<file path="config.mk">
export PLATFORM = sky130hd
export DESIGN_NAME = media_stream_deframer_flat
export DESIGN_NICKNAME = d
export VERILOG_FILES = /design/src/rtl/core/mdf_pkg.sv /design/src/rtl/core/mdf_in_if.sv /design/src/rtl/core/mdf_out_if.sv /design/src/rtl/core/mdf_cfg_if.sv /design/src/rtl/core/media_stream_deframer.sv /design/src/flat_wrapper.sv
export SDC_FILE = /design/constraint.sdc
export NUM_CORES = 1
export LEC_CHECK = 0
export BUFFER_PORTS_ARGS = -buffer_cell sky130_fd_sc_hd__buf_2
export CORE_MARGIN = 8
export CORE_UTILIZATION = 40
export CTS_CLUSTER_DIAMETER = 40
export DETAILED_ROUTE_END_ITERATION = 16
export SYNTH_ARGS = -nofsm -noshare
export SYNTH_HDL_FRONTEND = slang
export SYNTH_SLANG_ARGS = --single-unit
</file>
<file path="constraint.sdc">
create_clock -name i_clk -period 14.8 [get_ports i_clk]
set_clock_uncertainty 0.15 [all_clocks]
set_input_delay 2.22 -clock i_clk [delete_from_list [all_inputs] [get_ports i_clk]]
set_output_delay 2.22 -clock i_clk [all_outputs]
set_load 0.1 [all_outputs]
</file>
<file path="src/rtl/core/mdf_pkg.sv">
// mdf_pkg: shared types and constants of the media stream deframer
// no dependencies; used by the channel interfaces and the top level
package mdf_pkg;

    localparam int BYTE_W   = 8;
    localparam int MSG_ID_W = 16;
    localparam int CODEC_W  = 2;
    localparam int DIM_W    = 11;
    localparam int HPOS_W   = 5;
    localparam int SIZE_W   = 32;
    localparam int FLEFT_W  = 34;

    localparam logic [BYTE_W-1:0]   SYNC_BYTE      = 8'hFF;
    localparam logic [HPOS_W-1:0]   HDR_LEN        = 5'd20;
    localparam logic [HPOS_W-1:0]   HDR_ID_LO      = 5'd14;
    localparam logic [HPOS_W-1:0]   HDR_ID_HI      = 5'd15;
    localparam logic [HPOS_W-1:0]   HDR_LEN_B0     = 5'd16;
    localparam logic [HPOS_W-1:0]   HDR_LEN_B1     = 5'd17;
    localparam logic [HPOS_W-1:0]   HDR_LEN_B2     = 5'd18;
    localparam logic [HPOS_W-1:0]   HDR_LEN_B3     = 5'd19;
    localparam logic [HPOS_W-1:0]   MHDR_POS_MAX   = 5'd31;
    localparam logic [MSG_ID_W-1:0] VIDEO_ID_RESET = 16'd1412;

    // media frame type words
    localparam logic [SIZE_W-1:0] FT_I     = 32'h0000_01FC;
    localparam logic [SIZE_W-1:0] FT_P     = 32'h0000_01FD;
    localparam logic [SIZE_W-1:0] FT_JPEG  = 32'h0000_01FE;
    localparam logic [SIZE_W-1:0] FT_SOUND = 32'h0000_01FA;
    localparam logic [SIZE_W-1:0] FT_INFO  = 32'h0000_01F9;

    localparam logic [SIZE_W-1:0] MIN_SHORT_HDR = 32'd8;
    localparam logic [SIZE_W-1:0] MIN_LONG_HDR  = 32'd16;

    localparam logic KIND_VIDEO = 1'b0;
    localparam logic KIND_CTRL  = 1'b1;

    typedef struct packed {
        logic video;
        logic key;
        logic emit;
        logic drop;
        logic seen;
        logic open;
    } t_frame_flags;

    typedef struct packed {
        logic                kind;
        logic [BYTE_W-1:0]   payload_byte;
        logic                frame_start;
        logic                frame_end;
        logic                key_frame;
        logic [MSG_ID_W-1:0] message_id;
        logic [CODEC_W-1:0]  codec;
        logic [BYTE_W-1:0]   frame_rate;
        logic [DIM_W-1:0]    frame_width;
        logic [DIM_W-1:0]    frame_height;
    } t_result;

endpackage

</file>
<file path="src/rtl/core/mdf_in_if.sv">
// mdf_in_if: received byte channel, valid/ready handshake
// depends on mdf_pkg for the field width
interface mdf_in_if;
    logic                         valid;
    logic                         ready;
    logic [mdf_pkg::BYTE_W-1:0]   rx_byte;

    modport source (output valid, output rx_byte, input ready);
    modport sink   (input valid, input rx_byte, output ready);
endinterface

</file>
<file path="src/rtl/core/mdf_out_if.sv">
// mdf_out_if: deframed result channel, valid/ready handshake
// depends on mdf_pkg for the field widths
interface mdf_out_if;
    logic                           valid;
    logic                           ready;
    logic                           kind;
    logic [mdf_pkg::BYTE_W-1:0]     payload_byte;
    logic                           frame_start;
    logic                           frame_end;
    logic                           key_frame;
    logic [mdf_pkg::MSG_ID_W-1:0]   message_id;
    logic [mdf_pkg::CODEC_W-1:0]    codec;
    logic [mdf_pkg::BYTE_W-1:0]     frame_rate;
    logic [mdf_pkg::DIM_W-1:0]      frame_width;
    logic [mdf_pkg::DIM_W-1:0]      frame_height;

    modport source (
        output valid, output kind, output payload_byte, output frame_start,
        output frame_end, output key_frame, output message_id, output codec,
        output frame_rate, output frame_width, output frame_height,
        input ready
    );
    modport sink (
        input valid, input kind, input payload_byte, input frame_start,
        input frame_end, input key_frame, input message_id, input codec,
        input frame_rate, input frame_width, input frame_height,
        output ready
    );
endinterface

</file>
<file path="src/rtl/core/mdf_cfg_if.sv">
// mdf_cfg_if: configuration write channel for the video message id
// depends on mdf_pkg for the field width
interface mdf_cfg_if;
    logic                           valid;
    logic                           ready;
    logic [mdf_pkg::MSG_ID_W-1:0]   video_message_id;

    modport source (output valid, output video_message_id, input ready);
    modport sink   (input valid, input video_message_id, output ready);
endinterface

</file>
<file path="src/rtl/core/media_stream_deframer.sv">
// media_stream_deframer: byte-serial deframer for a sync-byte, length-prefixed stream
// depends on mdf_pkg and the interfaces mdf_in_if, mdf_out_if, mdf_cfg_if
//
// One received byte is taken per word on i_in, one every clock cycle while i_in.ready is high. The block hunts
// for the sync byte 0xFF, collects a 20-byte packet header (message id at bytes 14-15,
// little-endian payload length at 16-19) and then walks the payload. Payloads whose
// message id matches the video message id register carry media frames: the type word
// and the I/JPEG/P/audio/info headers are parsed, short or unknown packets are dropped,
// and video body bytes leave on o_out (kind 0), held back until the first key frame
// body byte. All other payloads leave unchanged as control bytes (kind 1). Each byte
// yields zero or one result word, which is registered in the output register, or in a
// second result register while the output register holds a stalled word, so i_in.ready
// only drops while both result registers hold words. A byte is handled by the header
// counter and the per-byte compares; the id register is written on i_cfg (always ready)
// and resets to 1412.
module media_stream_deframer (
    input  logic                i_clk,
    input  logic                i_rst_n,
    mdf_in_if.sink              i_in,
    mdf_out_if.source           o_out,
    mdf_cfg_if.sink             i_cfg
);

    // configuration
    logic [mdf_pkg::MSG_ID_W-1:0]   r_vid_id;

    // packet framing state
    logic [mdf_pkg::HPOS_W-1:0]     r_hdr_pos,     n_hdr_pos;
    logic [mdf_pkg::MSG_ID_W-1:0]   r_msg_id,      n_msg_id;
    logic [mdf_pkg::SIZE_W-1:0]     r_pkt_size,    n_pkt_size;
    logic [mdf_pkg::SIZE_W-1:0]     r_pkt_left,    n_pkt_left;

    // media header and frame state
    logic [mdf_pkg::HPOS_W-1:0]     r_mhdr_pos,    n_mhdr_pos;
    logic [mdf_pkg::SIZE_W-1:0]     r_type_word,   n_type_word;
    logic [mdf_pkg::SIZE_W-1:0]     r_len_acc,     n_len_acc;
    logic signed [mdf_pkg::FLEFT_W-1:0] r_frame_left, n_frame_left;
    mdf_pkg::t_frame_flags          r_flags,       n_flags;
    logic                           r_got_key,     n_got_key;
    logic [mdf_pkg::CODEC_W-1:0]    r_codec,       n_codec;
    logic [mdf_pkg::BYTE_W-1:0]     r_rate,        n_rate;
    logic [mdf_pkg::BYTE_W-1:0]     r_width,       n_width;
    logic [mdf_pkg::BYTE_W-1:0]     r_height,      n_height;

    // result registers: output stage and skid stage
    logic                           r_out_valid;
    mdf_pkg::t_result               r_out;
    logic                           r_sk_valid;
    mdf_pkg::t_result               r_sk;

    logic                           in_fire;
    logic                           out_fire;
    logic                           res_valid;
    mdf_pkg::t_result               res;

    assign in_fire  = i_in.valid && i_in.ready;
    assign out_fire = o_out.valid && o_out.ready;

    // new bytes are taken as long as the skid stage is free
    assign i_in.ready  = !r_sk_valid;
    assign i_cfg.ready = 1'b1;

    // per-byte next state and result
    always_comb begin
        logic [mdf_pkg::BYTE_W-1:0]     b;
        logic                           first;
        logic                           last;
        logic [mdf_pkg::HPOS_W-1:0]     base_pos;
        logic [mdf_pkg::SIZE_W-1:0]     base_tw;
        logic [mdf_pkg::SIZE_W-1:0]     la;
        logic [mdf_pkg::SIZE_W-1:0]     lane_byte;
        logic                           ij;
        logic                           pf;
        logic                           af;
        logic                           key;
        logic                           done;
        logic signed [mdf_pkg::FLEFT_W-1:0] dec;
        logic                           closing;

        b         = i_in.rx_byte;
        first     = 1'b0;
        last      = 1'b0;
        base_pos  = '0;
        base_tw   = '0;
        la        = '0;
        lane_byte = {{(mdf_pkg::SIZE_W-mdf_pkg::BYTE_W){1'b0}}, b};
        ij        = 1'b0;
        pf        = 1'b0;
        af        = 1'b0;
        key       = 1'b0;
        done      = 1'b0;
        dec       = r_frame_left - 34'sd1;
        closing   = 1'b0;

        n_hdr_pos    = r_hdr_pos;
        n_msg_id     = r_msg_id;
        n_pkt_size   = r_pkt_size;
        n_pkt_left   = r_pkt_left;
        n_mhdr_pos   = r_mhdr_pos;
        n_type_word  = r_type_word;
        n_len_acc    = r_len_acc;
        n_frame_left = r_frame_left;
        n_flags      = r_flags;
        n_got_key    = r_got_key;
        n_codec      = r_codec;
        n_rate       = r_rate;
        n_width      = r_width;
        n_height     = r_height;

        res_valid          = 1'b0;
        res.kind           = mdf_pkg::KIND_CTRL;
        res.payload_byte   = b;
        res.frame_start    = 1'b0;
        res.frame_end      = 1'b0;
        res.key_frame      = 1'b0;
        res.message_id     = r_msg_id;
        res.codec          = r_codec;
        res.frame_rate     = r_rate;
        res.frame_width    = {r_width, 3'b000};
        res.frame_height   = {r_height, 3'b000};

        if (in_fire) begin
            if (r_hdr_pos == '0) begin
                // hunting for sync
                if (b == mdf_pkg::SYNC_BYTE) begin
                    n_hdr_pos = 5'd1;
                end
            end else if (r_hdr_pos < mdf_pkg::HDR_LEN) begin
                // packet header bytes
                case (r_hdr_pos)
                    mdf_pkg::HDR_ID_LO:  n_msg_id = {8'h00, b};
                    mdf_pkg::HDR_ID_HI:  n_msg_id = {b, r_msg_id[7:0]};
                    mdf_pkg::HDR_LEN_B0: n_pkt_size = lane_byte;
                    mdf_pkg::HDR_LEN_B1: n_pkt_size[15:8] = b;
                    mdf_pkg::HDR_LEN_B2: n_pkt_size[23:16] = b;
                    mdf_pkg::HDR_LEN_B3: n_pkt_size[31:24] = b;
                    default: ;
                endcase
                n_hdr_pos = r_hdr_pos + 5'd1;
                if (r_hdr_pos == mdf_pkg::HDR_LEN_B3) begin
                    n_pkt_left   = n_pkt_size;
                    n_flags.drop = 1'b0;
                    if (n_pkt_size == '0) begin
                        n_hdr_pos = '0;
                    end
                end
            end else begin
                // payload byte
                first = (r_pkt_left == r_pkt_size);
                last  = (r_pkt_left <= 32'd1);
                if (r_pkt_left != '0) begin
                    n_pkt_left = r_pkt_left - 32'd1;
                end

                if (r_msg_id != r_vid_id) begin
                    res_valid       = 1'b1;
                    res.kind        = mdf_pkg::KIND_CTRL;
                    res.frame_start = first;
                    res.frame_end   = last;
                end else if (r_flags.drop) begin
                    // rest of packet discarded
                end else if (!r_flags.open) begin
                    if (first && (r_pkt_size < mdf_pkg::MIN_SHORT_HDR)) begin
                        n_flags.drop = 1'b1;
                    end else begin
                        base_pos = first ? '0 : r_mhdr_pos;
                        base_tw  = first ? '0 : r_type_word;
                        la       = first ? '0 : r_len_acc;
                        n_mhdr_pos = (base_pos < mdf_pkg::MHDR_POS_MAX) ?
                                     base_pos + 5'd1 : base_pos;
                        if (base_pos < 5'd4) begin
                            // big-endian type word
                            n_type_word = {base_tw[23:0], b};
                            n_len_acc   = la;
                            if (base_pos == 5'd3) begin
                                ij = (n_type_word == mdf_pkg::FT_I) ||
                                     (n_type_word == mdf_pkg::FT_JPEG);
                                pf = (n_type_word == mdf_pkg::FT_P);
                                af = (n_type_word == mdf_pkg::FT_SOUND) ||
                                     (n_type_word == mdf_pkg::FT_INFO);
                                if (!(ij || pf || af) ||
                                    (ij && (r_pkt_size < mdf_pkg::MIN_LONG_HDR))) begin
                                    n_flags.drop = 1'b1;
                                end
                            end
                        end else begin
                            ij  = (base_tw == mdf_pkg::FT_I) ||
                                  (base_tw == mdf_pkg::FT_JPEG);
                            pf  = (base_tw == mdf_pkg::FT_P);
                            key = (base_tw == mdf_pkg::FT_I);
                            if (ij) begin
                                if ((base_pos == 5'd4) && (b >= 8'd1) && (b <= 8'd3)) begin
                                    n_codec = b[1:0];
                                end else if (base_pos == 5'd5) begin
                                    n_rate = b;
                                end else if (base_pos == 5'd6) begin
                                    n_width = b;
                                end else if (base_pos == 5'd7) begin
                                    n_height = b;
                                end else if ((base_pos >= 5'd12) && (base_pos <= 5'd15)) begin
                                    la = la | (lane_byte << {base_pos[1:0], 3'b000});
                                end
                                done = (base_pos >= 5'd15);
                            end else if (pf) begin
                                if (base_pos <= 5'd7) begin
                                    la = la | (lane_byte << {base_pos[1:0], 3'b000});
                                end
                                done = (base_pos >= 5'd7);
                            end else begin
                                // audio or info: 16-bit length at bytes 6-7
                                if ((base_pos == 5'd6) || (base_pos == 5'd7)) begin
                                    la = la | (lane_byte << {1'b0, base_pos[0], 3'b000});
                                end
                                done = (base_pos >= 5'd7);
                            end
                            n_type_word = base_tw;
                            n_len_acc   = la;
                            if (done) begin
                                n_flags       = '0;
                                n_flags.open  = 1'b1;
                                n_flags.video = ij || pf;
                                n_flags.key   = key;
                                n_flags.emit  = (ij || pf) && (key || r_got_key);
                                n_frame_left  = $signed({2'b00, la});
                                if (last && (la == '0)) begin
                                    n_flags      = '0;
                                    n_frame_left = '0;
                                end
                            end
                        end
                    end
                end else begin
                    // frame body byte
                    closing      = last && (dec[mdf_pkg::FLEFT_W-1] || (dec == '0));
                    n_frame_left = dec;
                    if (r_flags.key) begin
                        n_got_key = 1'b1;
                    end
                    if (r_flags.emit) begin
                        res_valid       = 1'b1;
                        res.kind        = mdf_pkg::KIND_VIDEO;
                        res.frame_start = !r_flags.seen;
                        res.frame_end   = closing;
                        res.key_frame   = r_flags.key;
                    end
                    n_flags.seen = 1'b1;
                    if (closing) begin
                        n_flags      = '0;
                        n_frame_left = '0;
                    end
                end

                if (last) begin
                    n_hdr_pos    = '0;
                    n_flags.drop = 1'b0;
                end
            end
        end
    end

    always_ff @(posedge i_clk) begin
        if (!i_rst_n) begin
            r_vid_id     <= mdf_pkg::VIDEO_ID_RESET;
            r_hdr_pos    <= '0;
            r_msg_id     <= '0;
            r_pkt_size   <= '0;
            r_pkt_left   <= '0;
            r_mhdr_pos   <= '0;
            r_type_word  <= '0;
            r_len_acc    <= '0;
            r_frame_left <= '0;
            r_flags      <= '0;
            r_got_key    <= 1'b0;
            r_codec      <= '0;
            r_rate       <= '0;
            r_width      <= '0;
            r_height     <= '0;
            r_out_valid  <= 1'b0;
            r_sk_valid   <= 1'b0;
        end else begin
            if (i_cfg.valid && i_cfg.ready) begin
                r_vid_id <= i_cfg.video_message_id;
            end
            r_hdr_pos    <= n_hdr_pos;
            r_msg_id     <= n_msg_id;
            r_pkt_size   <= n_pkt_size;
            r_pkt_left   <= n_pkt_left;
            r_mhdr_pos   <= n_mhdr_pos;
            r_type_word  <= n_type_word;
            r_len_acc    <= n_len_acc;
            r_frame_left <= n_frame_left;
            r_flags      <= n_flags;
            r_got_key    <= n_got_key;
            r_codec      <= n_codec;
            r_rate       <= n_rate;
            r_width      <= n_width;
            r_height     <= n_height;

            // output stage with skid: skid drains first, no new byte meanwhile
            if (r_sk_valid) begin
                if (out_fire) begin
                    r_out_valid <= 1'b1;
                    r_sk_valid  <= 1'b0;
                end
            end else if (res_valid) begin
                if (!r_out_valid || out_fire) begin
                    r_out_valid <= 1'b1;
                end else begin
                    r_sk_valid <= 1'b1;
                end
            end else if (out_fire) begin
                r_out_valid <= 1'b0;
            end
        end
    end

    // result payload registers
    always_ff @(posedge i_clk) begin
        if (r_sk_valid) begin
            if (out_fire) begin
                r_out <= r_sk;
            end
        end else if (res_valid) begin
            if (!r_out_valid || out_fire) begin
                r_out <= res;
            end else begin
                r_sk <= res;
            end
        end
    end

    assign o_out.valid        = r_out_valid;
    assign o_out.kind         = r_out.kind;
    assign o_out.payload_byte = r_out.payload_byte;
    assign o_out.frame_start  = r_out.frame_start;
    assign o_out.frame_end    = r_out.frame_end;
    assign o_out.key_frame    = r_out.key_frame;
    assign o_out.message_id   = r_out.message_id;
    assign o_out.codec        = r_out.codec;
    assign o_out.frame_rate   = r_out.frame_rate;
    assign o_out.frame_width  = r_out.frame_width;
    assign o_out.frame_height = r_out.frame_height;

    // skid stage only fills behind a full output stage
    a_skid_behind_out: assert property (@(posedge i_clk) disable iff (!i_rst_n)
        r_sk_valid |-> r_out_valid)
        else $error("skid word without output word");

    // header bytes and hunting never produce a result
    a_no_result_in_header: assert property (@(posedge i_clk) disable iff (!i_rst_n)
        (in_fire && (r_hdr_pos != mdf_pkg::HDR_LEN)) |-> !res_valid)
        else $error("result produced outside payload");

    // an open frame is never in drop mode, and only video frames emit
    a_open_not_drop: assert property (@(posedge i_clk) disable iff (!i_rst_n)
        r_flags.open |-> (!r_flags.drop && (!r_flags.emit || r_flags.video)))
        else $error("inconsistent frame flags");

    // key frame seen flag is sticky
    a_got_key_sticky: assert property (@(posedge i_clk) disable iff (!i_rst_n)
        !$fell(r_got_key))
        else $error("got_key cleared");

    // header position never passes the payload marker
    a_hdr_pos_range: assert property (@(posedge i_clk) disable iff (!i_rst_n)
        r_hdr_pos <= mdf_pkg::HDR_LEN)
        else $error("header position out of range");

endmodule
</file>
<file path="src/flat_wrapper.sv">
// flat-port wrapper written by rule: the top's interface ports become plain ports
module media_stream_deframer_flat 
  (i_clk, i_rst_n, i_in_valid, i_in_rx_byte, i_in_ready, o_out_valid, o_out_kind, o_out_payload_byte, o_out_frame_start, o_out_frame_end, o_out_key_frame, o_out_message_id, o_out_codec, o_out_frame_rate, o_out_frame_width, o_out_frame_height, o_out_ready, i_cfg_valid, i_cfg_video_message_id, i_cfg_ready);
  mdf_in_if i_in_i ();
  mdf_out_if o_out_i ();
  mdf_cfg_if i_cfg_i ();
  input  logic i_clk;
  input  logic i_rst_n;
  input wire logic [$bits(i_in_i.valid)-1:0] i_in_valid;
  input wire logic [$bits(i_in_i.rx_byte)-1:0] i_in_rx_byte;
  output wire logic [$bits(i_in_i.ready)-1:0] i_in_ready;
  output wire logic [$bits(o_out_i.valid)-1:0] o_out_valid;
  output wire logic [$bits(o_out_i.kind)-1:0] o_out_kind;
  output wire logic [$bits(o_out_i.payload_byte)-1:0] o_out_payload_byte;
  output wire logic [$bits(o_out_i.frame_start)-1:0] o_out_frame_start;
  output wire logic [$bits(o_out_i.frame_end)-1:0] o_out_frame_end;
  output wire logic [$bits(o_out_i.key_frame)-1:0] o_out_key_frame;
  output wire logic [$bits(o_out_i.message_id)-1:0] o_out_message_id;
  output wire logic [$bits(o_out_i.codec)-1:0] o_out_codec;
  output wire logic [$bits(o_out_i.frame_rate)-1:0] o_out_frame_rate;
  output wire logic [$bits(o_out_i.frame_width)-1:0] o_out_frame_width;
  output wire logic [$bits(o_out_i.frame_height)-1:0] o_out_frame_height;
  input wire logic [$bits(o_out_i.ready)-1:0] o_out_ready;
  input wire logic [$bits(i_cfg_i.valid)-1:0] i_cfg_valid;
  input wire logic [$bits(i_cfg_i.video_message_id)-1:0] i_cfg_video_message_id;
  output wire logic [$bits(i_cfg_i.ready)-1:0] i_cfg_ready;
  assign i_in_i.valid = i_in_valid;
  assign i_in_i.rx_byte = i_in_rx_byte;
  assign i_in_ready = i_in_i.ready;
  assign o_out_valid = o_out_i.valid;
  assign o_out_kind = o_out_i.kind;
  assign o_out_payload_byte = o_out_i.payload_byte;
  assign o_out_frame_start = o_out_i.frame_start;
  assign o_out_frame_end = o_out_i.frame_end;
  assign o_out_key_frame = o_out_i.key_frame;
  assign o_out_message_id = o_out_i.message_id;
  assign o_out_codec = o_out_i.codec;
  assign o_out_frame_rate = o_out_i.frame_rate;
  assign o_out_frame_width = o_out_i.frame_width;
  assign o_out_frame_height = o_out_i.frame_height;
  assign o_out_i.ready = o_out_ready;
  assign i_cfg_i.valid = i_cfg_valid;
  assign i_cfg_i.video_message_id = i_cfg_video_message_id;
  assign i_cfg_ready = i_cfg_i.ready;
  media_stream_deframer u_core (.i_clk(i_clk), .i_rst_n(i_rst_n), .i_in(i_in_i), .o_out(o_out_i), .i_cfg(i_cfg_i));
endmodule
</file>
==> qor.log, run 1 <==
[outcome] run status finished clean
[setup_path] flop-to-flop setup slack 9.07 ns
[die] Top-Level Pins 92
[setup_path] reg2reg start u_core.r_pkt_left[2]
[layout] number of antenna cells inserted 0
[sta] setup repair after global routing missed its margin no
[cts] number of gates given a new drive strength after cts 0
[route] vias after detailed routing 15.0k
[die] height of the chip 223 µm
[global_routing] Congestion Overflow GR 0
[sta] number of max-slew violations in the final report 0
[die] CORE AREA 0.0427 mm²
[sta] worst-margin pin slew 1.14 ns
[global_routing] first-pass GRT wire length 81800 µm
[yosys] synthesized instance count 1895
[yosys] proportion of synthesized flip-flops having asynchronous set or reset 0
[pwr] Leak 7.38 nW
[layout] Post-layout nets 1949
[yosys] average cell area after synthesis 9.06 µm²
[die] overall die area 0.0498 mm²
[die] Die Span X 223 µm
[yosys] area of the mapped netlist 0.0172 mm²
[sta] min setup slack post-route 9.07 ns
[placed_design] dpl hpwl 33600 µm
[placed_design] post-placement setup slack 8.90 ns
[setup_path] required time worst endpoint 15.14 ns
[die] number of rows created at floorplan 76
[yosys] number of synthesized flops with an enable pin 108
[cts] Clock Tree Root clkbuf_16
[sta] ratio of final minimum period to clock period 0.387
[setup_path] type of the worst setup path reg2reg
[cts] clock buffers created by TritonCTS 54
[layout] fill cell count 4035
[layout] share of final-layout standard cells stronger than drive strength 1 0.145
[route] Routed WL 51800 µm
[setup_path] element type at the critical path start flop
[setup_path] end of the worst register-to-register path u_core.r_flags[4]
[yosys] count of synthesis-stage warnings from yosys 0
[sta] setup violation total in the final timing report 0
[setup_path] crit path capture u_core.r_flags[4]
[cts] CTS tree done
[route] drt initial violations 1520
[layout] most common cell after layout, fill and taps aside dfxtp_1
[global_routing] pin count of the biggest net entering global routing 115
[cts] Post-CTS Repair Setup Buffers 0
[pwr] total power divided by cell area 115 mW/mm²
[cts] number of sinks handled by clock tree synthesis 346
[job] max-cap check violation count 0
[sta] maximum frequency from static timing analysis 175 MHz
[layout] P&R area growth vs syn 14.8%
[placed_design] global placer's final weighted congestion 0.929
[global_routing] vias in the first global route 14.2k
[yosys] share of the synthesized area in the top cell type 0.277
[sta] min Tclk post-route 5.73 ns
[yosys] Synth Flop Type dfxtp_1
[yosys] cells taking the most area after synthesis dfxtp_1 (28%), edfxtp_1 (19%), nor2_1 (5.1%)
[route] average via count per standard cell 6.01
[setup_path] capturing element type of the critical path flop
[sta] Final Hold Viols 0
[layout] commonest cells after routing, fill and taps aside dfxtp_1 (237), nor2_1 (233), nand2_1 (148)
[yosys] number of flip-flops and latches in the synthesized netlist 346
[cts] H-tree depth 2
[yosys] Unique masters post-synth 85
[yosys] sequential fraction of the synthesis area 0.466
[sta] Slew Limit Headroom 0.237
[hold_path] HP Class reg2reg
[cts] clk_lat worst skew 0.62 ns
[route] final routed DRC violation total 0
[route] routed length per placed instance 20.7 µm
[placed_design] count of placed standard cells including taps 2396
[route] Pre-Repair DR Iteration Count 6
[global_routing] Total GRT Usage 0.202
[cts] total of hold buffers inserted after clock tree synthesis 0
[placed_design] number of buffers inserted by port buffering 84
[route] number of antenna-violating nets in the routed design 0
[setup_path] source of the critical timing path u_core.r_pkt_left[2]
[global_routing] initial antenna violation count 2
[placed_design] placed inst area 0.0179 mm²
[sta] sum of negative setup slack 0 ns
[setup_path] crit-path max FO 64
[cts] Max Buffers Root-to-Sink 3
[layout] summed area of non-filler cells in the final layout 0.0197 mm²
[setup_path] critical path arrival 6.07 ns
[cts] Reg clk slew, reported paths 0.06 ns
[die] initial core utilization 0.402
[layout] Final Instance Count excl. Fillers 2498
[pwr] worst vdd rail ir drop 0.0825 mV
[yosys] post-synth top area cell dfxtp_1
[setup_path] worst-case reg-to-reg path depth 17
## area by class of cell
class / instances / area [µm²] / share of cell area
clock inverters: 32 / 345 / 0.0175
repair buffers: 106 / 586 / 0.0297
clock buffers: 70 / 1440 / 0.0731
well taps: 546 / 683 / 0.0346
multi-input cells: 1364 / 8520 / 0.432
inverters: 34 / 133 / 0.00673
flip-flops and latches: 346 / 8010 / 0.406
## synthesized netlist by cell type (all sizes together) (38+ instances only)
cell type / instances
a22oi: 51
xnor2: 38
nor2: 235
clkbuf: 130
nand3: 63
dfxtp: 238
mux2i: 54
nor4: 52
edfxtp: 108
o21ai: 85
a21oi: 133
nor3: 66
nand2: 149
mux2: 49
## worst min-delay path by stage
stage / from / end / slack (ns) / cells past startpoint
floorplan: u_core.r_width[0] / u_core.r_sk[14] / 0.28 / 0
global placement: u_core.r_height[6] / u_core.r_sk[9] / 0.29 / 0
detailed placement: u_core.r_rate[6] / u_core.r_sk[28] / 0.29 / 0
CTS: u_core.r_height[7] / u_core.r_sk[10] / 0.30 / 0
global route: u_core.r_width[6] / u_core.r_sk[20] / 0.32 / 0
finish: u_core.r_height[7] / u_core.r_sk[10] / 0.30 / 0
## where the power goes
part,switching [mW],total (mW),internal [mW],leakage (nW)
Combinational,0.0508,0.0636,0.0127,3.56
Clock,0.484,1.23,0.750,0.850
Sequential,0.00211,0.979,0.976,2.97
Total,0.537,2.28,1.74,7.38
## state kept, by name, indices dropped and copies added (netlist names), 32 cells and up
name	cells
u_core.r_frame_left	34
u_core.r_len_acc	32
u_core.r_pkt_left	32
u_core.r_pkt_size	32
u_core.r_sk	54
u_core.r_type_word	32
## kinds of logic after synthesis
| logic type | count (synthesis) | synth area share |
|---|---|---|
| adder cells (fa/ha/maj) | 14 | 0.0102 |
| buffers and inverters | 190 | 0.0449 |
| XOR/XNOR | 60 | 0.0306 |
| flip-flops | 346 | 0.466 |
| multiplexers | 103 | 0.0638 |
| AO/OA/AOI/OAI | 466 | 0.180 |
| AND/OR/NAND/NOR | 714 | 0.204 |
| other | 2 | 0.000437 |
## critical path, stage by stage (launching register included)
cell and delay (ns):
dfxtp_1 0.37, xnor2_1 0.36, nand4_1 0.17, nor4_1 0.75, nand2_2 0.09, buf_4 0.36, nand2_1 0.34, inv_1 0.13
ha_1 0.33, and3_1 0.20, ha_1 0.21, o221ai_1 0.27, o31a_1 0.22, nor4b_1 0.07, o31ai_1 0.89, nor4b_1 0.38
a31o_2 0.23, o21ai_0 0.08
## metrics by stage
step | power (mW) | hold WS, ns | utilization
floorplan | 1.04 | 0.276 | -
global placement | 1.06 | 0.286 | 0.420
detailed placement | 1.06 | 0.294 | 0.420
CTS | 2.30 | 0.305 | 0.462
global route | 2.34 | 0.317 | 0.462
finish | 2.28 | 0.304 | 0.462
## per-layer routing
layer / global-route usage / part of all wire / vias up
met5: 0 / 0.00017 / -
met4: 0.0786 / 0.030 / 2
met3: 0.0414 / 0.081 / 110
met2: 0.307 / 0.44 / 653
met1: 0.278 / 0.45 / 7214
li1: - / - / 7031
(Power assumes the default switching activity.)
==> run 2, diff against run 1 <==
--- a/config.mk
+++ b/config.mk
@@ -5,6 +5,7 @@
 export SDC_FILE = /design/constraint.sdc
 export NUM_CORES = 1
 export LEC_CHECK = 0
+export ABC_AREA = 1
 export BUFFER_PORTS_ARGS = -buffer_cell sky130_fd_sc_hd__buf_2
 export CORE_MARGIN = 8
 export CORE_UTILIZATION = 40
==> constraint.sdc (replaced) <==
create_clock -name i_clk -period 4.67 [get_ports i_clk]
set_clock_uncertainty 0.15 [all_clocks]
set_input_delay 0.7005 -clock i_clk [delete_from_list [all_inputs] [get_ports i_clk]]
set_output_delay 0.7005 -clock i_clk [all_outputs]
set_load 0.1 [all_outputs]
==> run 2 against run 1 <==
  * Critical path depth rose by 6
  * Sequential share of layout area fell by 4.4 points
  * Sequential cell count did not move
  * Synthesized area rose by 9.9%
  * Register-to-register slack got worse by 8.6 ns
  * Setup slack got worse by 8.6 ns
==> qor.log, run 2 <==
[outcome] run status finished clean
[cts] Post-CTS Repair Setup Buffers 0 [unchanged]
[sta] maximum frequency from static timing analysis 240 MHz [+37%]
[sta] setup violation total in the final timing report 0 [unchanged]
[layout] commonest cells after routing, fill and taps aside nand2_1 (624), nor2_1 (302), inv_1 (244)
[yosys] number of flip-flops and latches in the synthesized netlist 346 [unchanged]
[global_routing] first-pass GRT wire length 95600 µm [+17%]
[die] Top-Level Pins 92 [unchanged]
[yosys] number of synthesized flops with an enable pin 108 [unchanged]
[route] Routed WL 60500 µm [+17%]
[setup_path] cells traversed along the worst timing path inv_1, nand2_1, nand2_1, nand2_1, nor2_1, nand2_1, nor2_2, nand2_4, buf_4, nand2_1, inv_1, o21ai_0, a21oi_2, nand2_1, o21ai_0, nor2_1, nand2_1, nor2_1, nand2_1, nor2_1, nand2_1, nand3_1, a21oi_1
[layout] Post-layout nets 2734 [+40%]
[setup_path] most repeated library cell on the critical path nand2_1
[setup_path] capturing element type of the critical path flop
[cts] total of hold buffers inserted after clock tree synthesis 0 [unchanged]
[die] overall die area 0.0544 mm² [+9.2%]
[die] Die Span X 233 µm [+4.5%]
[pwr] Leak 9.58 nW [+30%]
[layout] share of final-layout standard cells stronger than drive strength 1 0.115 [-0.0304]
[cts] Clock Tree Root clkbuf_16
[yosys] average cell area after synthesis 7.17 µm² [-21%]
[placed_design] dpl hpwl 40600 µm [+21%]
[placed_design] post-placement setup slack 0.606 ns [-8.30 ns]
[hold_path] HP Class in2reg
[yosys] cells taking the most area after synthesis dfxtp_1 (25%), edfxtp_1 (17%), nand2_1 (12%)
[layout] largest registers u_core.r_sk x54, u_core.r_frame_left x34
[die] number of rows created at floorplan 79 [+3.9%]
[cts] Max Buffers Root-to-Sink 3 [unchanged]
[job] max-cap check violation count 0 [unchanged]
[sta] Slew Limit Headroom 0.111 [-0.126]
[route] vias after detailed routing 18.2k [+21%]
[yosys] most frequent cell after synthesis nand2_1
[route] final routed DRC violation total 0 [unchanged]
[layout] Layout Utilization 0.475 [+0.0128]
[setup_path] type of the worst setup path reg2reg
[pwr] total power 8.11 mW [+260%]
[yosys] post-synth top area cell dfxtp_1
[setup_path] cell family with the largest share of critical-path delay compound AO/OA/AOI/OAI gates
[cts] CTS tree done
[setup_path] slowest stage cell, crit path a21oi_2
[cts] Reg clk slew, reported paths 0.05 ns [about the same]
[route] average via count per standard cell 5.42 [-9.8%]
[yosys] sequential fraction of the synthesis area 0.424 [-0.0422]
[yosys] area of the mapped netlist 0.0189 mm² [+9.9%]
[sta] worst-margin pin slew 1.33 ns [+0.189 ns]
[global_routing] Congestion Overflow GR 0 [unchanged]
[sta] min setup slack post-route 0.500 ns [-8.57 ns]
[yosys] Unique masters post-synth 58 [-32%]
[layout] register with the most flip-flops u_core.r_sk
[yosys] count of synthesis-stage warnings from yosys 0 [unchanged]
[cts] clock buffers created by TritonCTS 67 [+24%]
[global_routing] vias in the first global route 17.1k [+21%]
[sta] Final Hold Viols 0 [unchanged]
[layout] Multi-input gate area 0.00927 mm² [+8.8%]
[die] height of the chip 233 µm [+4.5%]
[layout] register area 0.00801 mm² [unchanged]
[route] routed length per placed instance 18.0 µm [-13%]
[route] drt initial violations 1602 [+5.4%]
[route] Pre-Repair DR Iteration Count 6 [unchanged]
[setup_path] stage delay of the slowest cell on the critical path 0.98 ns [+0.09 ns]
[placed_design] global placer's final weighted congestion 0.938 [+0.96%]
[layout] most common cell after layout, fill and taps aside nand2_1
[sta] sum of negative setup slack 0 ns [unchanged]
[yosys] top cell types by occurrence after synthesis nand2_1 (624), nor2_1 (306), inv_1 (245)
[cts] H-tree depth 3 [+1]
[sta] setup repair after global routing missed its margin no
[setup_path] count of buffering cells on the critical path with inverters included 3 [+1]
[yosys] Synth Flop Type dfxtp_1
[setup_path] element type at the critical path start flop
[layout] number of antenna cells inserted 0 [unchanged]
[yosys] proportion of synthesized flip-flops having asynchronous set or reset 0 [unchanged]
[global_routing] pin count of the biggest net entering global routing 74 [-36%]
[pwr] worst vdd rail ir drop 0.332 mV [+300%]
[cts] clk_lat worst skew 0.59 ns [-0.03 ns]
[setup_path] required time worst endpoint 5.03 ns [-10.11 ns]
[pwr] total power divided by cell area 367 mW/mm² [+220%]
[layout] P&R area growth vs syn 17.0%
[placed_design] number of buffers inserted by port buffering 84 [unchanged]
[setup_path] critical path arrival 4.53 ns [-1.54 ns]
[global_routing] initial antenna violation count 0 [-2]
[cts] number of gates given a new drive strength after cts 0 [unchanged]
[sta] number of max-slew violations in the final report 0 [unchanged]
[layout] flip-flop count of the largest register after layout 54 [unchanged]
[route] number of antenna-violating nets in the routed design 0 [unchanged]
[die] CORE AREA 0.0466 mm² [+9.0%]
[global_routing] Total GRT Usage 0.220 [+0.0177]
[die] initial core utilization 0.406 [+0.00331]
[layout] fill cell count 4608 [+14%]
[cts] number of sinks handled by clock tree synthesis 346 [unchanged]
[sta] min Tclk post-route 4.17 ns [-1.56 ns]
[yosys] share of the synthesized area in the top cell type 0.252 [-0.0251]
[sta] ratio of final minimum period to clock period 0.893 [+0.506]
[yosys] synthesized instance count 2634 [+39%]
[setup_path] crit-path max FO 28 [-56%]
## run 2: cell types whose count changed after synthesis, moves of 20 or more
cell,before,now
a21oi_1,130,224
nand2_1,149,624
mux2i_1,54,0
mux2_2,48,0
a22oi_1,51,5
clkbuf_1,130,100
nor3_1,64,34
a32oi_1,22,0
nand3_1,63,126
nor2_1,235,306
nor4_1,49,23
o21ai_0,82,220
or3_1,20,0
inv_1,34,245
## run 2: path summary, 6_finish.rpt
path | start | endpoint | slack [ns] | cells after the start
min | i_cfg_video_message_id[10] | u_core.r_vid_id[10] | 0.18 | 3
min reg2reg | u_core.r_msg_id[3] | u_core.r_sk[35] | 0.27 | 0
max reg2reg | u_core.r_pkt_left[17] | u_core.r_flags[0] | 0.50 | 23
max | u_core.r_pkt_left[17] | u_core.r_flags[0] | 0.50 | 23
## run 2: layout make-up
| cell class | count | area share |
|---|---|---|
| inverter | 264 | 0.0451 |
| sequential | 346 | 0.362 |
| clock inverter | 43 | 0.0191 |
| clock buffer | 81 | 0.0834 |
| multi-input combinational | 1881 | 0.419 |
| tap | 607 | 0.0344 |
| timing repair buffer | 131 | 0.0362 |
## run 2: layer usage
layer,track usage,vias to the layer above,wire [µm]
met5,0,-,0
met1,0.295,8468,26600
met3,0.0406,132,4960
li1,-,8907,-
met2,0.345,668,26900
met4,0.0901,0,2010
## run 2: cell families (layout without fill, tap and decap cells)
family / after synthesis / count (layout) / share of synthesized area
and+or+nand+nor: 1196 / 1196 / 0.269
DFF: 346 / 346 / 0.424
adders and majority gates: 14 / 14 / 0.00928
xor gates and xnor gates: 74 / 74 / 0.0343
other: 2 / 7 / 0.000398
AOI/OAI and AO/OA: 590 / 590 / 0.174
buffers and inverters: 412 / 519 / 0.0883
## run 2: report_power, final
group / switching, mW / internal [mW] / total, mW
registers: 0.00821 / 3.10 / 3.11
clock network: 1.71 / 3.07 / 4.78
logic: 0.176 / 0.0448 / 0.221
total: 1.89 / 6.22 / 8.11
## run 2: stage by stage
stage                     std cells  hold WS (ns)  area (µm²)
after floorplan                2639         0.258       18900
after global placement         3229         0.262       19800
after detailed placement       3229         0.265       19800
after CTS                      3353         0.156       22100
after global routing           3353         0.171       22100
final                          3353         0.185       22100
## run 2: worst register-to-register path, delay by kind of cell, from the launching register on
family,cells,cell delay [ns]
AND/OR/NAND/NOR,16,1.44
AO/OA/AOI/OAI,4,1.51
flip-flops,1,0.40
buffers and inverters,3,0.60
